===== src/rtl/x86p_pkg.sv =====
// ----------------------------------------------------------------------------
// x86p_pkg: shared types and helpers for the 8086 instruction predecoder
// Word formats of both channels, decoder state, field codes and the small
// opcode classification functions used by the step logic.
// ----------------------------------------------------------------------------
package x86p_pkg;

	// Decoder phase within one instruction.
	typedef enum logic [2:0] {
		PH_OPCODE  = 3'd0,
		PH_MODRM   = 3'd1,
		PH_DISP_LO = 3'd2,
		PH_DISP_HI = 3'd3,
		PH_IMM_LO  = 3'd4,
		PH_IMM_HI  = 3'd5
	} phase_t;

	// Opcode classes.
	typedef enum logic [2:0] {
		K_RMREG   = 3'd0,
		K_GROUP   = 3'd1,
		K_MOVIR   = 3'd2,
		K_ACC     = 3'd3,
		K_MOVIRM  = 3'd4,
		K_UNKNOWN = 3'd5
	} kind_t;

	typedef enum logic [1:0] {
		OP_MOV = 2'd0,
		OP_ADD = 2'd1,
		OP_SUB = 2'd2,
		OP_CMP = 2'd3
	} operation_t;

	typedef enum logic [1:0] {
		FM_RM_REG  = 2'd0,
		FM_IMM_RM  = 2'd1,
		FM_IMM_REG = 2'd2,
		FM_IMM_ACC = 2'd3
	} form_t;

	typedef enum logic [2:0] {
		ST_OK        = 3'd0,
		ST_UNKNOWN   = 3'd1,
		ST_NOT_IMPL  = 3'd2,
		ST_BAD_SUBOP = 3'd3,
		ST_TRUNCATED = 3'd4
	} status_t;

	// Arithmetic selector values in opcode bits 5:3 or ModRM reg.
	localparam logic [2:0] SEL_ADD = 3'b000;
	localparam logic [2:0] SEL_SUB = 3'b101;
	localparam logic [2:0] SEL_CMP = 3'b111;
	localparam logic [2:0] RM_DIRECT = 3'b110;
	localparam logic [1:0] MOD_DISP8 = 2'd1;
	localparam logic [1:0] MOD_DISP16 = 2'd2;
	localparam logic [1:0] MOD_MEM = 2'd0;
	localparam logic [1:0] MOD_REG = 2'd3;

	// Input word: one code byte.
	typedef struct packed {
		logic [7:0] code_byte;
		logic       end_of_buffer;
	} code_word_t;

	// Output word: one decoded instruction or error.
	typedef struct packed {
		operation_t         operation;
		form_t              form;
		logic               word_width;
		logic               reg_is_dest;
		logic [1:0]         mode_bits;
		logic [2:0]         reg_bits;
		logic [2:0]         rm_bits;
		logic signed [15:0] displacement;
		logic [15:0]        immediate;
		logic [2:0]         length;
		status_t            status;
	} result_word_t;

	// State carried from byte to byte.
	typedef struct packed {
		phase_t      phase;
		logic [7:0]  opcode;
		logic [7:0]  modrm;
		logic [15:0] disp;
		logic [15:0] imm;
		logic [2:0]  taken;
	} decode_state_t;

	function automatic kind_t classify(input logic [7:0] op);
		kind_t k;
		if (op inside {8'b100010??, 8'b000000??, 8'b001010??, 8'b001110??}) begin
			k = K_RMREG;
		end else if (op inside {8'b100000??}) begin
			k = K_GROUP;
		end else if (op inside {8'b1011????}) begin
			k = K_MOVIR;
		end else if (op inside {8'b0000010?, 8'b0010110?, 8'b0011110?}) begin
			k = K_ACC;
		end else if (op inside {8'b1100011?}) begin
			k = K_MOVIRM;
		end else begin
			k = K_UNKNOWN;
		end
		return k;
	endfunction

	function automatic operation_t op_of_sel(input logic [2:0] sel);
		operation_t o;
		if (sel == SEL_ADD) begin
			o = OP_ADD;
		end else if (sel == SEL_SUB) begin
			o = OP_SUB;
		end else begin
			o = OP_CMP;
		end
		return o;
	endfunction

	// Number of displacement bytes that follow a ModRM byte.
	function automatic logic [1:0] disp_count(input logic [7:0] modrm);
		logic [1:0] n;
		case (modrm[7:6])
			MOD_MEM:    n = (modrm[2:0] == RM_DIRECT) ? 2'd2 : 2'd0;
			MOD_DISP8:  n = 2'd1;
			MOD_DISP16: n = 2'd2;
			default:    n = 2'd0;
		endcase
		return n;
	endfunction

	// Number of immediate bytes an opcode carries.
	function automatic logic [1:0] imm_count(input logic [7:0] op);
		logic [1:0] n;
		case (classify(op))
			K_GROUP: n = (op[1:0] == 2'b01) ? 2'd2 : 2'd1;
			K_MOVIR: n = op[3] ? 2'd2 : 2'd1;
			K_ACC:   n = op[0] ? 2'd2 : 2'd1;
			default: n = 2'd0;
		endcase
		return n;
	endfunction

endpackage


===== src/rtl/x86p_chan_if.sv =====
// ----------------------------------------------------------------------------
// x86p_chan_if: valid/ready channel
// One word moves at a rising edge where valid and ready are both high.
// ----------------------------------------------------------------------------
interface x86p_chan_if #(
	parameter type T = logic
);
	logic valid;
	logic ready;
	T     data;

	modport source (output valid, output data, input ready);
	modport sink (input valid, input data, output ready);
endinterface


===== src/rtl/x86p_step.sv =====
// ----------------------------------------------------------------------------
// x86p_step: per-byte decode step
// Combines the stored decoder state with one code byte, giving the next
// state and, when an instruction ends or fails, the result word.
// ----------------------------------------------------------------------------
module x86p_step (
	input  x86p_pkg::decode_state_t st,
	input  x86p_pkg::code_word_t    word,
	output x86p_pkg::decode_state_t next_st,
	output logic                    emit,
	output x86p_pkg::result_word_t  res
);
	import x86p_pkg::*;

	logic    done;
	logic    err;
	status_t err_code;
	kind_t   k_new;
	kind_t   k_cur;
	logic [7:0] b;
	logic [2:0] sel;

	assign b     = word.code_byte;
	assign sel   = b[5:3];
	assign k_new = classify(b);
	assign k_cur = classify(st.opcode);

	// Phase advance and field collection.
	always_comb begin
		next_st  = st;
		done     = 1'b0;
		err      = 1'b0;
		err_code = ST_OK;
		case (st.phase)
			PH_MODRM: begin
				next_st.taken = st.taken + 3'd1;
				next_st.modrm = b;
				if (k_cur == K_GROUP && sel != SEL_ADD && sel != SEL_SUB && sel != SEL_CMP) begin
					err      = 1'b1;
					err_code = ST_BAD_SUBOP;
				end else if (disp_count(b) != 2'd0) begin
					next_st.phase = PH_DISP_LO;
				end else if (imm_count(st.opcode) != 2'd0) begin
					next_st.phase = PH_IMM_LO;
				end else begin
					done = 1'b1;
				end
			end
			PH_DISP_LO: begin
				next_st.taken = st.taken + 3'd1;
				next_st.disp  = {8'h00, b};
				if (disp_count(st.modrm) == 2'd2) begin
					next_st.phase = PH_DISP_HI;
				end else if (imm_count(st.opcode) != 2'd0) begin
					next_st.phase = PH_IMM_LO;
				end else begin
					done = 1'b1;
				end
			end
			PH_DISP_HI: begin
				next_st.taken = st.taken + 3'd1;
				next_st.disp  = {b, st.disp[7:0]};
				if (imm_count(st.opcode) != 2'd0) begin
					next_st.phase = PH_IMM_LO;
				end else begin
					done = 1'b1;
				end
			end
			PH_IMM_LO: begin
				next_st.taken = st.taken + 3'd1;
				next_st.imm   = {8'h00, b};
				if (imm_count(st.opcode) == 2'd2) begin
					next_st.phase = PH_IMM_HI;
				end else begin
					done = 1'b1;
				end
			end
			PH_IMM_HI: begin
				next_st.taken = st.taken + 3'd1;
				next_st.imm   = {b, st.imm[7:0]};
				done          = 1'b1;
			end
			default: begin
				// New instruction starts with this byte.
				next_st.opcode = b;
				next_st.modrm  = 8'h00;
				next_st.disp   = 16'h0000;
				next_st.imm    = 16'h0000;
				next_st.taken  = 3'd1;
				if (k_new == K_UNKNOWN) begin
					err      = 1'b1;
					err_code = ST_UNKNOWN;
				end else if (k_new == K_MOVIRM) begin
					err      = 1'b1;
					err_code = ST_NOT_IMPL;
				end else if (k_new == K_MOVIR || k_new == K_ACC) begin
					next_st.phase = PH_IMM_LO;
				end else begin
					next_st.phase = PH_MODRM;
				end
			end
		endcase

		// End of buffer cuts off an unfinished instruction.
		if (!done && !err && word.end_of_buffer) begin
			err      = 1'b1;
			err_code = ST_TRUNCATED;
		end
		emit = done || err;
		if (emit) begin
			next_st.phase = PH_OPCODE;
		end
	end

	// Result word built from the updated fields.
	always_comb begin
		kind_t      k;
		logic [7:0] op;
		logic [7:0] m;
		k  = classify(next_st.opcode);
		op = next_st.opcode;
		m  = next_st.modrm;
		res = '0;
		res.length = next_st.taken;
		if (err) begin
			res.status = err_code;
		end else begin
			res.status    = ST_OK;
			res.immediate = next_st.imm;
			if (k == K_RMREG || k == K_GROUP) begin
				res.mode_bits = m[7:6];
				res.reg_bits  = m[5:3];
				res.rm_bits   = m[2:0];
				if (m[7:6] == MOD_DISP8) begin
					res.displacement = {{8{next_st.disp[7]}}, next_st.disp[7:0]};
				end else begin
					res.displacement = next_st.disp;
				end
			end else begin
				res.mode_bits = MOD_REG;
				res.reg_bits  = (k == K_MOVIR) ? op[2:0] : 3'd0;
			end
			case (k)
				K_RMREG: begin
					res.operation   = (op[7:2] == 6'b100010) ? OP_MOV : op_of_sel(op[5:3]);
					res.form        = FM_RM_REG;
					res.word_width  = op[0];
					res.reg_is_dest = op[1];
					res.immediate   = 16'h0000;
				end
				K_GROUP: begin
					res.operation  = op_of_sel(m[5:3]);
					res.form       = FM_IMM_RM;
					res.word_width = op[0];
					// Sign-extended byte immediate (s=1, w=1).
					if (op[1:0] == 2'b11) begin
						res.immediate = {{8{next_st.imm[7]}}, next_st.imm[7:0]};
					end
				end
				K_MOVIR: begin
					res.operation   = OP_MOV;
					res.form        = FM_IMM_REG;
					res.word_width  = op[3];
					res.reg_is_dest = 1'b1;
				end
				default: begin
					res.operation   = op_of_sel(op[5:3]);
					res.form        = FM_IMM_ACC;
					res.word_width  = op[0];
					res.reg_is_dest = 1'b1;
				end
			endcase
		end
	end

endmodule


===== src/rtl/x86_16_instruction_predecoder.sv =====
// ----------------------------------------------------------------------------
// x86_16_instruction_predecoder: 8086 predecoder for mov, add, sub and cmp
// Collects opcode, ModRM, displacement and immediate bytes and reports one
// decoded word per instruction, or an error word.
// ----------------------------------------------------------------------------
// Usage:
// Code bytes enter on the code channel, one word per byte, with
// end_of_buffer marking the last byte of a buffer. Decoded instructions
// leave on the result channel: one word when an instruction completes, and
// one word with a nonzero status for an unknown opcode, the mov
// immediate-to-r/m form, a bad group sub-operation or a cut-off
// instruction. Decoding restarts at the byte after any result.
// A byte is registered in the input register on acceptance; the decode step then
// takes it, and a result that it completes is written into the result register
// and offered from there. One byte is taken every cycle while the result channel does not stall; the rate is set
// by the single decode step between the input register and the result register.
// When the receiver stalls, the held result blocks the decode step and the
// input register fills, after which code.ready drops; nothing is lost.
// Reset clears both valid flags and returns the decoder to the opcode phase.
module x86_16_instruction_predecoder (
	input  logic         clk,
	input  logic         arst_n,
	x86p_chan_if.sink    code,
	x86p_chan_if.source  result
);
	import x86p_pkg::*;

	code_word_t    code_s1;
	logic          valid_s1;
	decode_state_t st_q;
	decode_state_t next_st;
	logic          step_emit;
	result_word_t  step_res;
	result_word_t  result_q;
	logic          out_valid_q;
	logic          advance;

	// The step runs when the result register can take its output.
	assign advance    = valid_s1 && (!out_valid_q || result.ready);
	assign code.ready = !valid_s1 || advance;

	// Input register.
	always_ff @(posedge clk or negedge arst_n) begin
		if (!arst_n) begin
			valid_s1 <= 1'b0;
		end else if (code.ready) begin
			valid_s1 <= code.valid;
		end
	end

	always_ff @(posedge clk) begin
		if (code.valid && code.ready) begin
			code_s1 <= code.data;
		end
	end

	x86p_step u_step (
		.st      (st_q),
		.word    (code_s1),
		.next_st (next_st),
		.emit    (step_emit),
		.res     (step_res)
	);

	// Decoder state.
	always_ff @(posedge clk or negedge arst_n) begin
		if (!arst_n) begin
			st_q <= '{phase: PH_OPCODE, opcode: 8'h00, modrm: 8'h00,
				disp: 16'h0000, imm: 16'h0000, taken: 3'd0};
		end else if (advance) begin
			st_q <= next_st;
		end
	end

	// Result register.
	always_ff @(posedge clk or negedge arst_n) begin
		if (!arst_n) begin
			out_valid_q <= 1'b0;
		end else if (advance) begin
			out_valid_q <= step_emit;
		end else if (result.ready) begin
			out_valid_q <= 1'b0;
		end
	end

	always_ff @(posedge clk) begin
		if (advance && step_emit) begin
			result_q <= step_res;
		end
	end

	assign result.valid = out_valid_q;
	assign result.data  = result_q;

	// Any reported word sends the decoder back to the opcode phase.
	a_restart: assert property (@(posedge clk) disable iff (!arst_n)
		advance && step_emit |=> st_q.phase == PH_OPCODE)
		else $error("decoder not back at opcode phase after a result");

	// A byte held in the input register is not dropped or altered.
	a_hold_s1: assert property (@(posedge clk) disable iff (!arst_n)
		valid_s1 && !advance |=> valid_s1 && $stable(code_s1))
		else $error("stalled code byte lost");

	// Error words carry only length and status.
	a_err_clean: assert property (@(posedge clk) disable iff (!arst_n)
		out_valid_q && result_q.status != ST_OK |->
		result_q.displacement == 16'sd0 && result_q.immediate == 16'h0000 &&
		result_q.operation == OP_MOV && result_q.form == FM_RM_REG)
		else $error("error word carries decoded fields");

	// Every reported word consumed at least one byte.
	a_length: assert property (@(posedge clk) disable iff (!arst_n)
		out_valid_q |-> result_q.length != 3'd0)
		else $error("result with zero length");

endmodule


===== src/flat_wrapper.sv =====
// flat-port wrapper written by rule: the top's interface ports become plain ports
module x86_16_instruction_predecoder_flat import x86p_pkg::*;
  (clk, arst_n, code_valid, code_data, code_ready, result_valid, result_data, result_ready);
  x86p_chan_if #(.T(code_word_t)) code_i ();
  x86p_chan_if #(.T(result_word_t)) result_i ();
  input  logic clk;
  input  logic arst_n;
  input wire logic [$bits(code_i.valid)-1:0] code_valid;
  input wire logic [$bits(code_i.data)-1:0] code_data;
  output wire logic [$bits(code_i.ready)-1:0] code_ready;
  output wire logic [$bits(result_i.valid)-1:0] result_valid;
  output wire logic [$bits(result_i.data)-1:0] result_data;
  input wire logic [$bits(result_i.ready)-1:0] result_ready;
  assign code_i.valid = code_valid;
  assign code_i.data = code_data;
  assign code_ready = code_i.ready;
  assign result_valid = result_i.valid;
  assign result_data = result_i.data;
  assign result_i.ready = result_ready;
  x86_16_instruction_predecoder u_core (.clk(clk), .arst_n(arst_n), .code(code_i), .result(result_i));
endmodule

===== config.mk =====
export PLATFORM = sky130hd
export DESIGN_NAME = x86_16_instruction_predecoder_flat
export DESIGN_NICKNAME = d
export VERILOG_FILES = /design/src/rtl/x86p_pkg.sv /design/src/rtl/x86p_chan_if.sv /design/src/rtl/x86p_step.sv /design/src/rtl/x86_16_instruction_predecoder.sv /design/src/flat_wrapper.sv
export SDC_FILE = /design/constraint.sdc
export NUM_CORES = 1
export LEC_CHECK = 0
export ABC_AREA = 1
export BUFFER_PORTS_ARGS = -buffer_cell sky130_fd_sc_hd__buf_4
export CAP_MARGIN = 20
export CORE_MARGIN = 4
export CORE_UTILIZATION = 30
export DETAILED_ROUTE_END_ITERATION = 6
export HOLD_SLACK_MARGIN = 0.02
export PLACE_DENSITY_LB_ADDON = 0.05
export RECOVER_POWER = 100
export SETUP_SLACK_MARGIN = 0.3
export SLEW_MARGIN = 20
export SYNTH_ARGS = -nofsm -noshare
export SYNTH_HDL_FRONTEND = slang
export SYNTH_SLANG_ARGS = --single-unit
export TNS_END_PERCENT = 5

===== constraint.sdc =====
create_clock -name clk -period 3.7 [get_ports clk]
set_input_delay 0.74 -clock clk [delete_from_list [all_inputs] [get_ports clk]]
set_output_delay 0.74 -clock clk [all_outputs]
set_load 0.005 [all_outputs]

==> results of run 1 <==
==> worst max path at each step <==
stage	start	end	slack (ns)	cells after the start
after floorplan	result_ready	u_core.result.data[0]	0.59	8
after global placement	u_core.st_q[51]	u_core.result.data[24]	1.02	11
after detailed placement	u_core.st_q[52]	u_core.result.data[22]	1.0	11
after CTS	u_core.st_q[52]	u_core.result.data[22]	0.98	11
after global routing	u_core.st_q[52]	u_core.result.data[20]	0.40	8
final	u_core.st_q[52]	u_core.result.data[15]	0.66	8
==> cell usage after synthesis, drive strengths merged <==
library cell	n	area (µm²)
dfrtp	56	1400
a22oi	2	15.0
or2	1	6.26
nor2	54	298
and3	1	6.26
nand2	175	704
a31oi	1	6.26
clkbuf	10	37.5
nor3	7	35.0
inv	105	397
o22ai	29	181
clkinv	2	8.75
nand3	29	168
o21ai	77	385
nand3b	1	20.0
ha	1	12.5
buf	12	80.1
nand4	14	87.6
a21oi	21	105
edfxtp	61	1830
==> layout make-up <==
class | count | share of cell area (%)
inverters | 107 | 5.74
repair buffers | 72 | 7.40
clock buffers | 22 | 6.57
clock inverters | 10 | 1.82
multi-input cells | 413 | 28.1
flip-flops and latches | 117 | 45.8
well taps | 260 | 4.60
==> critical path, stage by stage (launching register included) <==
cell and delay [ns]:
dfrtp_1 0.48, nor2_1 0.12, nand2_4 0.19, nand3_1 0.38
o21ai_0 0.84, nand3_1 0.45, nand2_1 0.20, nand2_1 0.07
a21oi_1 0.16
==> through the flow <==
step	hold WS (ns)	total power [mW]	worst slack, ns
floorplan	0.444	2.92	0.594
global placement	0.469	3.55	1.02
detailed placement	0.476	3.57	0.998
CTS	0.434	5.26	0.979
global route	0.511	5.47	0.401
finish	0.488	5.12	0.662
==> cell families (layout without fill, tap and decap cells) <==
logic type / after synthesis / after routing / synth area share, %
and+or+nand+nor: 282 / 282 / 22.9
buffers and inverters: 129 / 211 / 9.04
adders and majority gates: 1 / 1 / 0.216
AOI/OAI and AO/OA: 130 / 130 / 12.0
DFF: 117 / 117 / 55.9
==> placed cells by master (no fill, tap or decap), types with 9 or more instances in the layout <==
cell | Yosys | layout
nand2_1 | 166 | 170
inv_1 | 95 | 98
o21ai_0 | 73 | 74
edfxtp_1 | 61 | 61
clkbuf_4 | 0 | 59
dfrtp_1 | 56 | 56
nor2_1 | 40 | 44
o22ai_1 | 29 | 29
nand3_1 | 26 | 27
a21oi_1 | 21 | 21
clkbuf_16 | 0 | 17
nand4_1 | 14 | 14
nor2_4 | 12 | 9
clkbuf_1 | 10 | 9
==> power groups by stage <==
stage          logic (mW)  clock network [mW]  registers [mW]
3_3_place_gp         1.64                   0            1.91
4_1_cts              1.67                1.70            1.89
2_1_floorplan        1.01                   0            1.90
3_5_place_dp         1.66                   0            1.91
5_1_grt              1.78                1.77            1.92
6_report             1.57                1.67            1.88
==> per-layer routing <==
layer,global-route usage [%],vias up,share of wire [%]
met4,5.69,0,1.9
met3,3.08,20,5.2
li1,-,2301,-
met5,0,-,0
met1,19.1,2180,47
met2,22.6,123,46
==> state kept, by name, summed over array words and instances (netlist names) <==
signal,cells
u_core.result.valid,1
u_core.result.data,52
u_core.valid_s1,1
u_core.st_q,54
u_core.code_s1,9
==> key figures, run 1 <==
Die
  – Core area: 18800 µm²
  – DIE HEIGHT: approximately 150 µm
  – Die area: about 22000 µm²
  – Row Count: 50
  – Initial core utilization: a little under a third
  – Die width: ~150 µm
  – IO Pins: 67

Drt
  – Vias per cell: 4.62
  – Routed Antenna Nets: 0
  – DRT Pass-1 Iters: 5
  – DRC Markers: 0
  – Iteration-0 DRC Markers: 304
  – Post-Route WL: ~15000 µm
  – WL/cell: 14.9 µm
  – Vias: 4624

Worst setup path
  – R2R Path End: u_core.result.data[15]
  – Crit Path Max Fanout: 18
  – Data required, critical path: 3.96 ns
  – WS Path Type: flop to flop
  – Reg2Reg Depth: 8
  – Worst R2R Start: u_core.st_q[52]
  – CP Capture Type: flop
  – Critical path launch point type: flop
  – Worst EP arrival: ~3.3 ns
  – R2R Setup Slk: 0.66 ns

Synth
  – Synth Register Bits: 117
  – Synth cell types: 34
  – Post-Synthesis Cell Area: 5790 µm²
  – Cell count after synthesis: 659
  – Syn Nets: 673
  – Syn avg cell area: 8.78 µm²
  – Yosys warning count: 0
  – Sequential fraction of the synthesis area: 55.9%

CTS
  – Clk root buf: clkbuf_16
  – CTS buffer count: 17
  – # hold bufs at CTS: 0
  – H-tree levels: 4
  – CTS tree: built
  – Post-cts resize count: 0
  – Post-CTS Setup Bufs: 0
  – Worst-skew pair later-pin latency: 0.41 ns
  – Maximum clock path buffer count: 2
  – CTS clk-pin slew, worst paths: 0.05 ns
  – Clk sinks: 117

Place
  – Cell Area, Placed: 6550 µm²
  – Cells after DPL: 969
  – Port bufs: 66
  – Placed wire-length estimate: 10400 µm
  – Gpl congestion: 0.767

Power and ir drop
  – Sw frac: ~35%
  – Sequential power share: roughly 37%
  – Worst VDD drop: 379 µV
  – Power share of the combinational group: 30.7%
  – Leak: 2.98 nW
  – PwrDens: between 700 and 800 nW/µm²
  – Switching pwr: 1.81 mW
  – Clk pwr share: 32.5%
  – Cell-internal power: 3.31 mW

Cells and area
  – Fin area: 7070 µm²
  – Area of the multi-input gates: 1990 µm²
  – # fillers: 1942
  – Area added between synthesis and finish: 22.1%
  – FF/Latch Area: around 3200 µm²
  – Layout Cells excl Fill: 1001
  – Nets: around 740
  – Final Util: a little under two fifths
  – Antenna Diode Count: 0
  – Share of cells above drive strength 1: 16.2%

Hold path
  – Hold path start: u_core.st_q[6]
  – Hold Path End: u_core.st_q[6]
  – HP Class: flop to flop
  – Hold Crit Depth: 2

Outcome
  – Status: finished with violations
  – Violated checks: max-capacitance violations, max-slew violations

Timing
  – Tmin final: around 3 ns
  – Slew Limit Fails: 57
  – Final period util: 82.1%
  – Fmax achieved: approximately 0.33 GHz
  – Setup TNS Final: 0 ns
  – Slew of the pin with the lowest slew margin: roughly 1.5 ns
  – Max-slew headroom: -0.950%
  – Fin. Hold Viols: 0
  – RSZ-0062 raised after global routing: false
  – Fin Clk Skew: 0.00864 ns
  – Endpoints failing setup: 0

Global routing
  – Largest net degree at the start of global routing: between 60 and 70
  – Initial antenna violation count: 0
  – Total GRT Usage: 14.3%
  – GRT overflow: 0
  – Vias in the first global route: 4556
  – First-pass GRT wire length: 24200 µm

Flow run
  – Max_cap viols: 1
No activity file was read; power rests on OpenSTA's default activity.
==> inputs of run 2 (changes only) <==
==> constraint.sdc (replaced) <==
create_clock -name clk -period 2.9 [get_ports clk]
set_input_delay 0.58 -clock clk [delete_from_list [all_inputs] [get_ports clk]]
set_output_delay 0.58 -clock clk [all_outputs]
set_load 0.005 [all_outputs]
==> key figures, run 2 (same netlist as run 1, synthesis figures left out) <==
Worst setup path
  – Critical path launch point type: flop
  – Max stage delay on crit path: 0.45 ns (-0.39 ns)
  – Worst R2R Start: u_core.st_q[52]
  – Worst Setup SP: u_core.st_q[52]
  – WS Path Type: flop to flop
  – R2R Setup Slk: 0.33 ns (-0.33 ns)
  – R2R Path End: u_core.result.data[39]
  – CP Cell Sequence: nor2_1 > nand2_4 > inv_1 > nor2_4 > nand2_1 > nand2_1 > nand3_1 > nor2_4 > inv_2 > nand3_4 > nand2_8 > nor2_1
  – Worst setup endpoint: u_core.result.data[39]
  – CP Capture Type: flop
  – Slowest CP cell: dfrtp_1
  – Crit Path Max Fanout: 19 (+1)
  – Data required, critical path: 3.06 ns (-0.90 ns)
  – Worst EP arrival: 2.73 ns (-0.56 ns)
  – Reg2Reg Depth: 12 (+4)

Die
  – IO Pins: 67 (unchanged)
  – Die width: 147 µm (unchanged)
  – Initial core utilization: 30.7% (unchanged)
  – DIE HEIGHT: 147 µm (unchanged)
  – Die area: 21600 µm² (unchanged)
  – Core area: 18800 µm² (unchanged)
  – Row Count: 50 (unchanged)

Cells and area
  – Antenna Diode Count: 0 (unchanged)
  – Share of cells above drive strength 1: 18.6% (+2.4 points)
  – # fillers: 1921 (-1.1%)
  – Most common cell after layout, fill and taps aside: nand2_1
  – Most frequent cells in the layout: 168 x nand2_1, 98 x inv_1, 74 x o21ai_0
  – Area added between synthesis and finish: 24.5%
  – Max reg flops: 54 (unchanged)
  – Most flops, register: u_core.st_q
  – Nets: 755 (+1.8%)
  – Final Util: 38.3% (+0.74 points)

Drt
  – Post-Route WL: 15600 µm (+4.5%)
  – Iteration-0 DRC Markers: 292 (-3.9%)
  – DRT Pass-1 Iters: 5 (unchanged)
  – Vias: 4665 (+0.89%)
  – DRC Markers: 0 (unchanged)
  – Vias per cell: 4.61 (-0.21%)
  – Routed Antenna Nets: 0 (unchanged)
  – WL/cell: 15.4 µm (+3.4%)

Timing
  – Max-slew headroom: -4.05% (-3.1 points)
  – Setup TNS Final: 0 ns (unchanged)
  – Tmin final: 2.57 ns (-0.465 ns)
  – Fin Clk Skew: 0.00740 ns (-0.00124 ns)
  – Final period util: 88.7% (+6.6 points)
  – RSZ-0062 raised after global routing: true
  – Endpoints failing setup: 0 (unchanged)
  – Slew Limit Fails: 57 (unchanged)
  – Fin. Hold Viols: 0 (unchanged)
  – Fmax achieved: 0.389 GHz (+18%)
  – Slew of the pin with the lowest slew margin: 1.56 ns (+0.0465 ns)

Power and ir drop
  – Worst VDD drop: 422 µV (+11%)
  – PwrDens: 917 nW/µm² (+26%)
  – Pwr Total: 6.60 mW (+29%)
  – Leak: 3.03 nW (+1.9%)

Global routing
  – First-pass GRT wire length: 25200 µm (+4.0%)
  – GRT overflow: 0 (unchanged)
  – Total GRT Usage: 14.9% (+0.63 points)
  – Initial antenna violation count: 0 (unchanged)
  – Vias in the first global route: 4683 (+2.8%)
  – Largest net degree at the start of global routing: 69 (unchanged)

CTS
  – CTS tree: built
  – Worst-skew pair later-pin latency: 0.42 ns (about the same)
  – Clk root buf: clkbuf_16
  – CTS buffer count: 17 (unchanged)
  – Clk sinks: 117 (unchanged)
  – # hold bufs at CTS: 0 (unchanged)
  – Maximum clock path buffer count: 2 (unchanged)
  – H-tree levels: 4 (unchanged)
  – CTS clk-pin slew, worst paths: 0.05 ns (about the same)

Outcome
  – Status: finished with violations
  – Violated checks: max-capacitance violations, max-slew violations

Place
  – Port bufs: 66 (unchanged)
  – Gpl congestion: 0.797 (+3.9%)
  – Placed wire-length estimate: 10800 µm (+3.6%)

Hold path
  – Hold path start: code_data[3]
  – HP Class: primary input to flop

Flow run
  – Max_cap viols: 1 (unchanged)
run 2: changes by cell type in the layout (fill, tap and decap cells not counted), moves of 2 or more:
cell / before / now
buf_4: 3 / 18
clkbuf_1: 9 / 12
clkbuf_4: 59 / 56
clkinv_1: 3 / 1
nand2_1: 170 / 168
nand3_1: 27 / 25
nor2_1: 44 / 39
nor2_2: 1 / 3
nor2_4: 9 / 12
run 2: per-stage QoR:
stage | cell area (µm²) | cells | setup slack (ns) | hold WS (ns)
after floorplan | 5790 | 659 | 0.378 | 0.284
after global placement | 6630 | 978 | 0.362 | 0.471
after detailed placement | 6630 | 978 | 0.244 | 0.474
after CTS | 7200 | 1008 | 0.324 | 0.288
after global routing | 7200 | 1012 | 0.141 | 0.347
final | 7200 | 1012 | 0.327 | 0.362
run 2: metal layers:
| layer | GRT usage [%] | up-vias | wire, µm |
|---|---|---|---|
| met5 | 0 | - | 0 |
| met4 | 4.70 | 0 | 213 |
| met3 | 3.42 | 15 | 567 |
| met2 | 23.7 | 94 | 7340 |
| met1 | 20.3 | 2226 | 7520 |
| li1 | - | 2330 | - |
run 2: final cells by class:
class / instances / area (µm²) / area share, %
repair buffers: 85 / 623 / 8.65
flip-flops and latches: 117 / 3230 / 44.9
clock inverters: 5 / 75.1 / 1.04
well taps: 260 / 325 / 4.52
inverters: 107 / 407 / 5.64
multi-input cells: 413 / 2050 / 28.5
clock buffers: 25 / 485 / 6.74
run 2: timing repair:
| action | CTS | global route |
|---|---|---|
| endpoints found under the setup margin | 19 | 34 |
| pin swaps | 0 | 2 |
| buffers inserted | 0 | 4 |
| gates resized for setup | 1 | 7 |
| gates cloned | 0 | 0 |
run 2: worst min path at each step:
| stage | end | slack, ns | cells past startpoint |
|---|---|---|---|
| 4_1_cts | u_core.st_q[2] | 0.29 | 1 |
| 2_1_floorplan | u_core.result.valid | 0.28 | 0 |
| 6_report | u_core.code_s1[3] | 0.36 | 1 |
| 3_3_place_gp | u_core.st_q[3] | 0.47 | 2 |
| 5_1_grt | u_core.code_s1[0] | 0.35 | 1 |
| 3_5_place_dp | u_core.st_q[4] | 0.47 | 2 |
run 2: worst max-delay path: cells and delay by family (launching register included):
family	cells	cell delay, ns
AND/OR/NAND/NOR	10	1.47
flip-flops	1	0.45
buffers and inverters	2	0.37
run 2: power by group:
group / leakage, nW / total, mW / switching [mW] / internal [mW]
Sequential: 1.36 / 2.41 / 0.188 / 2.22
Clock: 0.277 / 2.03 / 0.717 / 1.32
Combinational: 1.40 / 2.16 / 1.46 / 0.702
==> inputs of run 3 (changes only) <==
--- a/config.mk
+++ b/config.mk
@@ -13,7 +13,7 @@
 export DETAILED_ROUTE_END_ITERATION = 6
 export HOLD_SLACK_MARGIN = 0.02
 export PLACE_DENSITY_LB_ADDON = 0.05
-export RECOVER_POWER = 100
+export RECOVER_POWER = 50
 export SETUP_SLACK_MARGIN = 0.3
 export SLEW_MARGIN = 20
 export SYNTH_ARGS = -nofsm -noshare
==> key figures, run 3 (same netlist as run 1, synthesis figures left out) <==
Worst setup path
  – Data required, critical path: 3.06 ns (about the same)
  – R2R Setup Slk: 0.37 ns (+0.05 ns)
  – Critical path launch point type: flop
  – CP Capture Type: flop
  – Worst EP arrival: 2.68 ns (-0.05 ns)
  – Crit Path Max Fanout: 19 (unchanged)
  – WS Path Type: flop to flop

Die
  – DIE HEIGHT: 147 µm (unchanged)
  – Die width: 147 µm (unchanged)
  – Die area: 21600 µm² (unchanged)
  – IO Pins: 67 (unchanged)
  – Initial core utilization: 30.7% (unchanged)
  – Core area: 18800 µm² (unchanged)
  – Row Count: 50 (unchanged)

Drt
  – DRC Markers: 0 (unchanged)
  – Routed Antenna Nets: 0 (unchanged)
  – Vias: 4678 (+0.28%)
  – Post-Route WL: 15500 µm (-0.58%)
  – WL/cell: 15.4 µm (-0.58%)
  – Vias per cell: 4.62 (+0.28%)
  – DRT Pass-1 Iters: 5 (unchanged)
  – Iteration-0 DRC Markers: 310 (+6.2%)

Cells and area
  – Most flops, register: u_core.st_q
  – Antenna Diode Count: 0 (unchanged)
  – Area of the multi-input gates: 2060 µm² (+0.24%)
  – # fillers: 1918 (-0.16%)
  – Share of cells above drive strength 1: 19.3% (+0.66 points)
  – Final Util: 38.3% (+0.086 points)
  – Nets: 755 (unchanged)
  – Area added between synthesis and finish: 24.8%
  – Most frequent cells in the layout: 166 x nand2_1, 95 x inv_1, 73 x o21ai_0
  – FF/Latch Area: 3230 µm² (unchanged)
  – Max reg flops: 54 (unchanged)
  – Most common cell after layout, fill and taps aside: nand2_1
  – Layout Cells excl Fill: 1012 (unchanged)

Timing
  – Fin Clk Skew: 0.00703 ns (-0.000376 ns)
  – Final period util: 87.1% (-1.6 points)
  – Fmax achieved: 0.396 GHz (+1.8%)
  – Setup TNS Final: 0 ns (unchanged)
  – Slew Limit Fails: 57 (unchanged)
  – Tmin final: 2.53 ns (-0.0459 ns)
  – Endpoints failing setup: 0 (unchanged)
  – Final worst setup slack: 0.373 ns (+0.0459 ns)
  – Fin. Hold Viols: 0 (unchanged)
  – Slew of the pin with the lowest slew margin: 1.55 ns (-0.00973 ns)
  – RSZ-0062 raised after global routing: true
  – Max-slew headroom: -3.40% (+0.65 points)

Global routing
  – First-pass GRT wire length: 25200 µm (unchanged)
  – GRT overflow: 0 (unchanged)
  – Vias in the first global route: 4683 (unchanged)
  – Largest net degree at the start of global routing: 69 (unchanged)
  – Initial antenna violation count: 0 (unchanged)
  – Total GRT Usage: 14.9% (unchanged)

CTS
  – H-tree levels: 4 (unchanged)
  – CTS buffer count: 17 (unchanged)
  – Maximum clock path buffer count: 2 (unchanged)
  – Clk root buf: clkbuf_16
  – CTS clk-pin slew, worst paths: 0.05 ns (about the same)
  – Clk sinks: 117 (unchanged)
  – # hold bufs at CTS: 0 (unchanged)
  – CTS tree: built
  – Worst-skew pair later-pin latency: 0.41 ns (about the same)

Power and ir drop
  – Sequential power share: 36.4% (about the same)
  – Leak: 3.04 nW (about the same)
  – Sw frac: 35.7% (-0.10 points)
  – Power share of the combinational group: 32.8% (about the same)
  – Worst VDD drop: 420 µV (-0.45%)
  – Cell-internal power: 4.25 mW (+0.31%)
  – Pwr Total: 6.61 mW (+0.15%)
  – PwrDens: 916 nW/µm² (about the same)
  – Clk pwr share: 30.7% (about the same)
  – Switching pwr: 2.36 mW (-0.14%)

Place
  – Placed wire-length estimate: 10800 µm (unchanged)
  – Cells after DPL: 978 (unchanged)
  – Gpl congestion: 0.797 (unchanged)
  – Port bufs: 66 (unchanged)
  – DP Worst Slack: 0.244 ns (unchanged)

Flow run
  – Max_cap viols: 1 (unchanged)

Outcome
  – Status: finished with violations
  – Violated checks: max-capacitance violations, max-slew violations

Hold path
  – HP Class: primary input to flop
[run 3: cell types whose count changed in the layout (fill, tap and decap cells not counted), moves of 2 or more]
cell     previous run  this run
inv_1              98        95
inv_2               6         8
nand2_1           168       166
nand2_2             1         3
[run 3: cell type report]
class | count | area share [%]
well taps | 260 | 4.51
clock buffers | 25 | 6.72
flip-flops and latches | 117 | 44.8
multi-input cells | 413 | 28.5
repair buffers | 85 | 8.75
clock inverters | 5 | 1.04
inverters | 107 | 5.67
[run 3: layer usage]
metal  global-route usage, %  up-vias  routed length, µm
met5                       0        -                  0
met1                    20.3     2216               7390
li1                        -     2330                  -
met2                    23.7      116               7350
met3                    3.42       16                596
met4                    4.70        0                209
[run 3: per-stage QoR]
stage                     instance area [µm²]  hold WS [ns]
after floorplan                          5790         0.284
after global placement                   6630         0.471
after detailed placement                 6630         0.474
after CTS                                7200         0.288
after global routing                     7220         0.347
final                                    7220         0.364
[run 3: worst paths after layout]
check / startpoint / end / cells past startpoint
setup / recovery: u_core.st_q[52] / u_core.result.data[39] / 11
hold / removal: code_data[3] / u_core.code_s1[3] / 1
setup reg to reg: u_core.st_q[52] / u_core.result.data[39] / 11
hold reg to reg: u_core.st_q[40] / u_core.st_q[40] / 2
max in group asynchronous: arst_n / u_core.st_q[53] / 1
min in group asynchronous: arst_n / u_core.st_q[2] / 1
[run 3: worst max-delay path, cell delays in order (launching register included)]
cell and delay [ns]:
dfrtp_1 0.46, nor2_1 0.22, nand2_4 0.18, inv_1 0.21
nor2_4 0.07, nand2_1 0.14, nand2_1 0.11, nand2_1 0.11
nand3b_4 0.25, nand3_4 0.19, nand2_8 0.25, nor2_1 0.07
[run 3: what timing repair did]
action                                  CTS  global route
buffers inserted                          0             4
resized for setup                         1             7
pin swaps                                 0             2
gates cloned                              0             0
endpoints found under the setup margin   19            34
[run 3: power by group through the flow]
stage,clock network (mW),registers [mW],logic (mW)
2_1_floorplan,0,2.42,1.30
3_3_place_gp,0,2.44,2.19
3_5_place_dp,0,2.44,2.20
4_1_cts,2.09,2.41,2.23
5_1_grt,2.15,2.45,2.45
6_report,2.03,2.41,2.17
